<file path="src/hdl/pcst_pkg.sv">
`default_nettype none

package pcst_pkg;

  localparam int unsigned COLUMNS     = 24;
  localparam int unsigned CHIPS       = 10;
  localparam int unsigned CHANNELS    = 48;
  localparam int unsigned ERROR_TYPES = 16;

  localparam int unsigned PAD_DEPTH = COLUMNS * CHIPS * CHANNELS;
  localparam int unsigned PAD_AW    = (PAD_DEPTH > 1) ? $clog2(PAD_DEPTH) : 1;
  localparam int unsigned ETYPE_AW  = (ERROR_TYPES > 1) ? $clog2(ERROR_TYPES) : 1;

  localparam int unsigned COUNT_W = 32;
  localparam int unsigned SUM_W   = 48;
  localparam int unsigned SQ_W    = 64;
  localparam int unsigned CHARGE_W = 16;

  typedef enum logic [1:0] {
    OP_ADD_SAMPLE   = 2'd0,
    OP_COUNT_ERROR  = 2'd1,
    OP_CLEAR_PADS   = 2'd2,
    OP_CLEAR_ERRORS = 2'd3
  } op_t;

  typedef enum logic [2:0] {
    RES_NONE,
    RES_PAD,
    RES_ERR,
    RES_BAD,
    RES_PLAIN
  } res_kind_t;

  typedef struct packed {
    logic [COUNT_W-1:0] count;
    logic [SUM_W-1:0]   sum;
    logic [SQ_W-1:0]    sq;
  } pad_entry_t;

  typedef struct packed {
    logic      latch;
    logic      mem_read;
    logic      pad_write;
    logic      sweep_write;
    logic      err_update;
    logic      err_clear;
    res_kind_t result;
  } pcst_cmd_t;

  typedef struct packed {
    op_t  op;
    logic pad_ok;
    logic etype_ok;
    logic sweep_last;
  } pcst_status_t;

  function automatic logic [31:0] inc_sat32(input logic [31:0] v);
    return (v == '1) ? v : v + 32'd1;
  endfunction

endpackage

`default_nettype wire

</file>
<file path="src/hdl/pcst_ctrl.sv">
`default_nettype none

module pcst_ctrl
  import pcst_pkg::*;
(
  input  wire logic         clk,
  input  wire logic         rst,
  input  wire logic         start,
  input  wire pcst_status_t status,
  output pcst_cmd_t         cmd,
  output logic              busy,
  output logic              done
);

  typedef enum logic [2:0] {
    S_INIT,
    S_IDLE,
    S_DECODE,
    S_UPDATE,
    S_CLEAR
  } state_t;

  state_t state;
  state_t state_next;

  always_comb begin
    cmd        = '0;
    cmd.result = RES_NONE;
    state_next = state;
    unique case (state)
      S_INIT: begin
        cmd.sweep_write = 1'b1;
        if (status.sweep_last) begin
          state_next = S_IDLE;
        end
      end
      S_IDLE: begin
        if (start) begin
          cmd.latch  = 1'b1;
          state_next = S_DECODE;
        end
      end
      S_DECODE: begin
        unique case (status.op)
          OP_ADD_SAMPLE: begin
            if (status.pad_ok) begin
              cmd.mem_read = 1'b1;
              state_next   = S_UPDATE;
            end else begin
              cmd.result = RES_BAD;
              state_next = S_IDLE;
            end
          end
          OP_COUNT_ERROR: begin
            if (status.etype_ok) begin
              cmd.err_update = 1'b1;
              cmd.result     = RES_ERR;
            end else begin
              cmd.result = RES_BAD;
            end
            state_next = S_IDLE;
          end
          OP_CLEAR_PADS: begin
            state_next = S_CLEAR;
          end
          OP_CLEAR_ERRORS: begin
            cmd.err_clear = 1'b1;
            cmd.result    = RES_PLAIN;
            state_next    = S_IDLE;
          end
        endcase
      end
      S_UPDATE: begin
        cmd.pad_write = 1'b1;
        cmd.result    = RES_PAD;
        state_next    = S_IDLE;
      end
      S_CLEAR: begin
        cmd.sweep_write = 1'b1;
        if (status.sweep_last) begin
          cmd.result = RES_PLAIN;
          state_next = S_IDLE;
        end
      end
    endcase
  end

  assign busy = (state != S_IDLE);

  always_ff @(posedge clk) begin
    if (rst) begin
      state <= S_INIT;
      done  <= 1'b0;
    end else begin
      state <= state_next;
      done  <= (cmd.result != RES_NONE);
    end
  end

  // a result always follows work, never an idle cycle
  a_done_after_work: assert property (@(posedge clk) disable iff (rst)
    done |-> $past(state) != S_IDLE)
    else $error("result strobe without work in progress");

  a_accept_busy: assert property (@(posedge clk) disable iff (rst)
    cmd.latch |=> busy && !done)
    else $error("accepted request did not raise busy");

  a_init_silent: assert property (@(posedge clk) disable iff (rst)
    (state == S_INIT) |=> !done)
    else $error("result strobe during power-up clear");

endmodule

`default_nettype wire

</file>
<file path="config.mk">
export PLATFORM = sky130hd
export DESIGN_NAME = pcst_ctrl
export DESIGN_NICKNAME = d
export VERILOG_FILES = /design/src/hdl/pcst_pkg.sv /design/src/hdl/pcst_ctrl.sv
export SDC_FILE = /design/constraint.sdc
export NUM_CORES = 1
export LEC_CHECK = 0
export BUFFER_PORTS_ARGS = -buffer_cell sky130_fd_sc_hd__buf_2
export CORE_AREA = 2 2 39 41
export CTS_CLUSTER_DIAMETER = 80
export CTS_CLUSTER_SIZE = 14
export DETAILED_ROUTE_END_ITERATION = 8
export DIE_AREA = 0 0 41 43
export PLACE_DENSITY = 0.5
export SLEW_MARGIN = 20
export SYNTH_ARGS = -nofsm -noshare
export SYNTH_HDL_FRONTEND = slang
export SYNTH_SLANG_ARGS = --single-unit
</file>
<file path="constraint.sdc">
create_clock -name clk -period 1.6 [get_ports clk]
set_input_delay 0.32 -clock clk [delete_from_list [all_inputs] [get_ports clk]]
set_output_delay 0.32 -clock clk [all_outputs]
set_load 0.02 [all_outputs]
</file>
[Yosys cells after proc, flatten, opt, wreduce, memory -nomap -nowiden]
Cells that the tools add are included.
Storage, ports and cells
  ROM bits: 0
  flip-flop bits (word level): 4
  RAM bits: 0
  output and inout port bits: 11
  word-level logic and storage cells: 39
  bits of input ports: 8
  bits in latches: 0
  memories: 0
Cells by class
  bitwise operators: 0
  $lt $le $gt $ge: 0
  add/subtract/negate cells: 0
  shift-type cells: 0
  $mul: 0
  reduce and logical (&&, ||, !) cells: 6
  div/mod/pow operators: 0
  muxes and demuxes: 21
  eq/ne operators: 10
Operator list (number)
  $pmux 3 s3: 3
  $pmux 3 s4: 1
  $mux 1: 11
  $mux 3: 3
  $eq 3x2->1 const B: 2
  $mux 2: 3
  $eq 2x2->1 const B: 2
  $reduce_or 2->1: 2
  $eq 3x1->1 const B: 1
  $eq 3x3->1 const B: 1
  $logic_not 3->1: 1
  $ne 3x1->1 const B: 1
  $reduce_bool 3->1: 1
  $eq 2x1->1 const B: 1
  $logic_not 2->1: 1
  $ne 2x1->1 const B: 1
  $ne 2x2->1 const B: 1
  $reduce_and 2->1: 1

[Longest topological paths before layout]
  word-level depth: 4
  mapped depth: 4
  depth with buffers taken out: 3

[Worst setup path before layout]
No wires, ideal clock.
  path type: reg-to-output
  start point: reg state[1]
  end point: out cmd[4] in the netlist's numbering
  stages on the path, launching flop included: 3
  arrival: 1.317 ns
  buffers on the path: 0
  slack: -0.037 ns
  data required time: 1.280 ns
  cell sequence: dfxtp_1 > or3b_4 > nor3_1
RTL lines
  start: declaration: RTL line pcst_ctrl.sv:23  | state_t state;
  start signal: assignment: RTL line pcst_ctrl.sv:95  | state <= state_next;
  end: declaration: RTL line pcst_ctrl.sv:10  | output pcst_cmd_t cmd,

==> out/metrics.cfg <==
[critical_path]
crit_path_cell_trace = or3b_4, nor3_4, buf_6
crit_start = state[2]
r2r_start = state[1]
start_kind = flip-flop
worst_ep_arrival_time_ps = 1300
critical_path_class = reg2out
cp_max_fo = 6
critPathSlowestCell = or3b_4
rrSetupSlack_ps = 200
required_ps = 1280
worstReg2RegEnd = state[1]
endpoint_kind = output pin
r2r_cells = 4
path_buf_inv = 1
critical-path-top-delay-family = simple AND/OR/NAND/NOR gates
slowest_delay_ps = 420

[die]
row_count = 14
die_y_um = 43
start_util = 0.219
die-area_mm2 = 0.00176
ioPinCount = 19
chipWidth_um = 41
core_area_mm2 = 0.00138

[routing]
dr.first_iter.drc_count = 6
drc = 0
vias = 377
drtPass1Iterations = 3
ant_nets = 0
via_per_inst = 4.83
avgRoutedWirePerCell_um = 10.7
drt_wl_total_um = 835

[global_routing]
first_global_vias = 352
grt_max_degree = 13
grt_pass1_wl_mm = 1.48
grt_overflow_total = 0
antenna_found_initial = 0
grtUsageTotal = 0.123

[min_path]
hold_path_depth = 2
hold_end = state[0]
hp-class = in2reg
min-delay-start = rst

[final_layout]
nets = 72
fin_cells = 78
antenna_cells = 0
syn2layout_area_growth_pct = 62.0
final_cell_mix = buf_2, nor2_1, buf_4, nand2_1
final_common_cell = buf_2
drive_gt1_frac = 0.500
final_area_um2 = 490
filler_cell_count = 151

[sta]
hold_viol_final = 0
period_share = 1.01
worstMarginPinSlew_ps = 303
rsz0062_at_grt = yes
max_slew_margin = 0.796
period_minus_slack_ps = 1620
maxSlewViolCount = 0
finClkSkew_ps = 0.677
fin_ws_ps = -19.9
finalSetupViolCount = 1
fmax_ghz = 0.617

[logic_synthesis]
synth.net_count = 48
avgSynthCellArea_um2 = 7.57
synth_cells = 40
yosysSeqAreaShare = 0.264
ys.warnings.count = 0
synth-seq-cells = 4
synth_cell_types = 22
syn_area_um2 = 303

[power]
vdd.ir_drop.worst_mv = 0.483
leakage_nw = 0.243
power_density_mw_per_mm2 = 855

[clock_network]
cts_buffer_depth = 2
cts.reportedPaths.clkPinSlew_ps = 40
cts_setup_buffers = 0
htreeDepth = 1
cts_sinks = 4
numCtsBuffers = 3
cts-root-buf = clkbuf_4
cts_tree = done
clkLatencyLatePin_ps = 230

[placed_design]
dp_hpwl_um = 644
place_inst = 75
gp_congestion = 0.822
place_area_um2 = 428
pre_cts_ws_ps = 168
port_buffers = 18

[outcome]
violations = negative setup slack
outcome = finished with violations

[run]
cap_viol_max_count = 0

## cell families after synthesis
| group | Yosys count | synth area share |
|---|---|---|
| AND/OR/NAND/NOR | 22 | 0.442 |
| flip-flops | 4 | 0.264 |
| AO/OA/AOI/OAI | 10 | 0.240 |
| buffers and inverters | 4 | 0.0537 |
## area by class of cell
cell class                 instances  area (um^2)  area share
sequential                         4         85.1       0.173
clock buffer                       3         22.5      0.0459
tap                               16         20.0      0.0408
inverter                           3         11.3      0.0230
timing repair buffer              20          119       0.242
multi-input combinational         32          233       0.474
## flip-flops by register name (all words and copies together) (netlist names)
register / cells
done: 1
state: 3
## Yosys cell counts (all sizes together)
cell    n  area [um^2]
nand2   4         15.0
o31ai   1         7.51
and2b   1         7.51
or4b    1         10.0
dfxtp   4         80.1
nor2b   1         6.26
a31oi   3         18.8
or3b    1         11.3
and3    1         6.26
nor2    5         18.8
a21oi   2         10.0
a32oi   1         8.76
inv     3         11.3
nor3    4         31.3
and3b   1         8.76
o21ba   1         10.0
o32ai   1         8.76
and2    1         6.26
nand2b  2         12.5
buf     1         5.00
o311ai  1         8.76
## worst max-delay path by stage
stage               cells after the start  slack [ps]      to
global route                            3         -70  cmd[7]
detailed placement                      3         170  cmd[4]
CTS                                     3         -20  cmd[7]
floorplan                               2          -6  cmd[3]
global placement                        4         180  cmd[2]
finish                                  3         -20  cmd[7]
## worst register-to-register path: cells and delay by family (launching register included)
kind | cells | cell delay, ps
compound gates | 2 | 300
flops | 1 | 320
buf+inv | 1 | 140
simple gates | 1 | 520
## through the flow
step / hold WS [ps] / util / setup TNS (ps) / power, mW
3_5_place_dp: 550 / 0.309 / 0 / 0.284
2_1_floorplan: 389 / - / -5.78 / 0.226
3_3_place_gp: 546 / 0.309 / 0 / 0.284
5_1_grt: 308 / 0.354 / -227 / 0.459
4_1_cts: 294 / 0.344 / -28.9 / 0.424
6_report: 304 / 0.354 / -19.9 / 0.420
## per-layer routing
metal / share of wire / vias to the layer above / wire [um] / GRT usage
li1: - / 196 / - / -
met1: 0.46 / 167 / 383 / 0.154
met2: 0.44 / 12 / 370 / 0.175
met4: 0.017 / 0 / 14 / 0.0400
met3: 0.079 / 2 / 66 / 0.0681
met5: 0 / - / 0 / 0
## repair_timing
item	4_1_cts	5_1_grt
gates resized for setup	9	3
endpoints found under the setup margin	5	5
hold endpoints to repair	0	0
pin swaps	1	0
hold buffers	0	0
## where the power goes
part / leakage [nW] / switching, mW / internal (mW) / total (mW)
Sequential: 0.0339 / 0.00659 / 0.110 / 0.117
Combinational: 0.195 / 0.104 / 0.0706 / 0.174
Clock: 0.0138 / 0.0441 / 0.0841 / 0.128
Total: 0.243 / 0.154 / 0.265 / 0.420
Power figures use the tool's default switching activity.
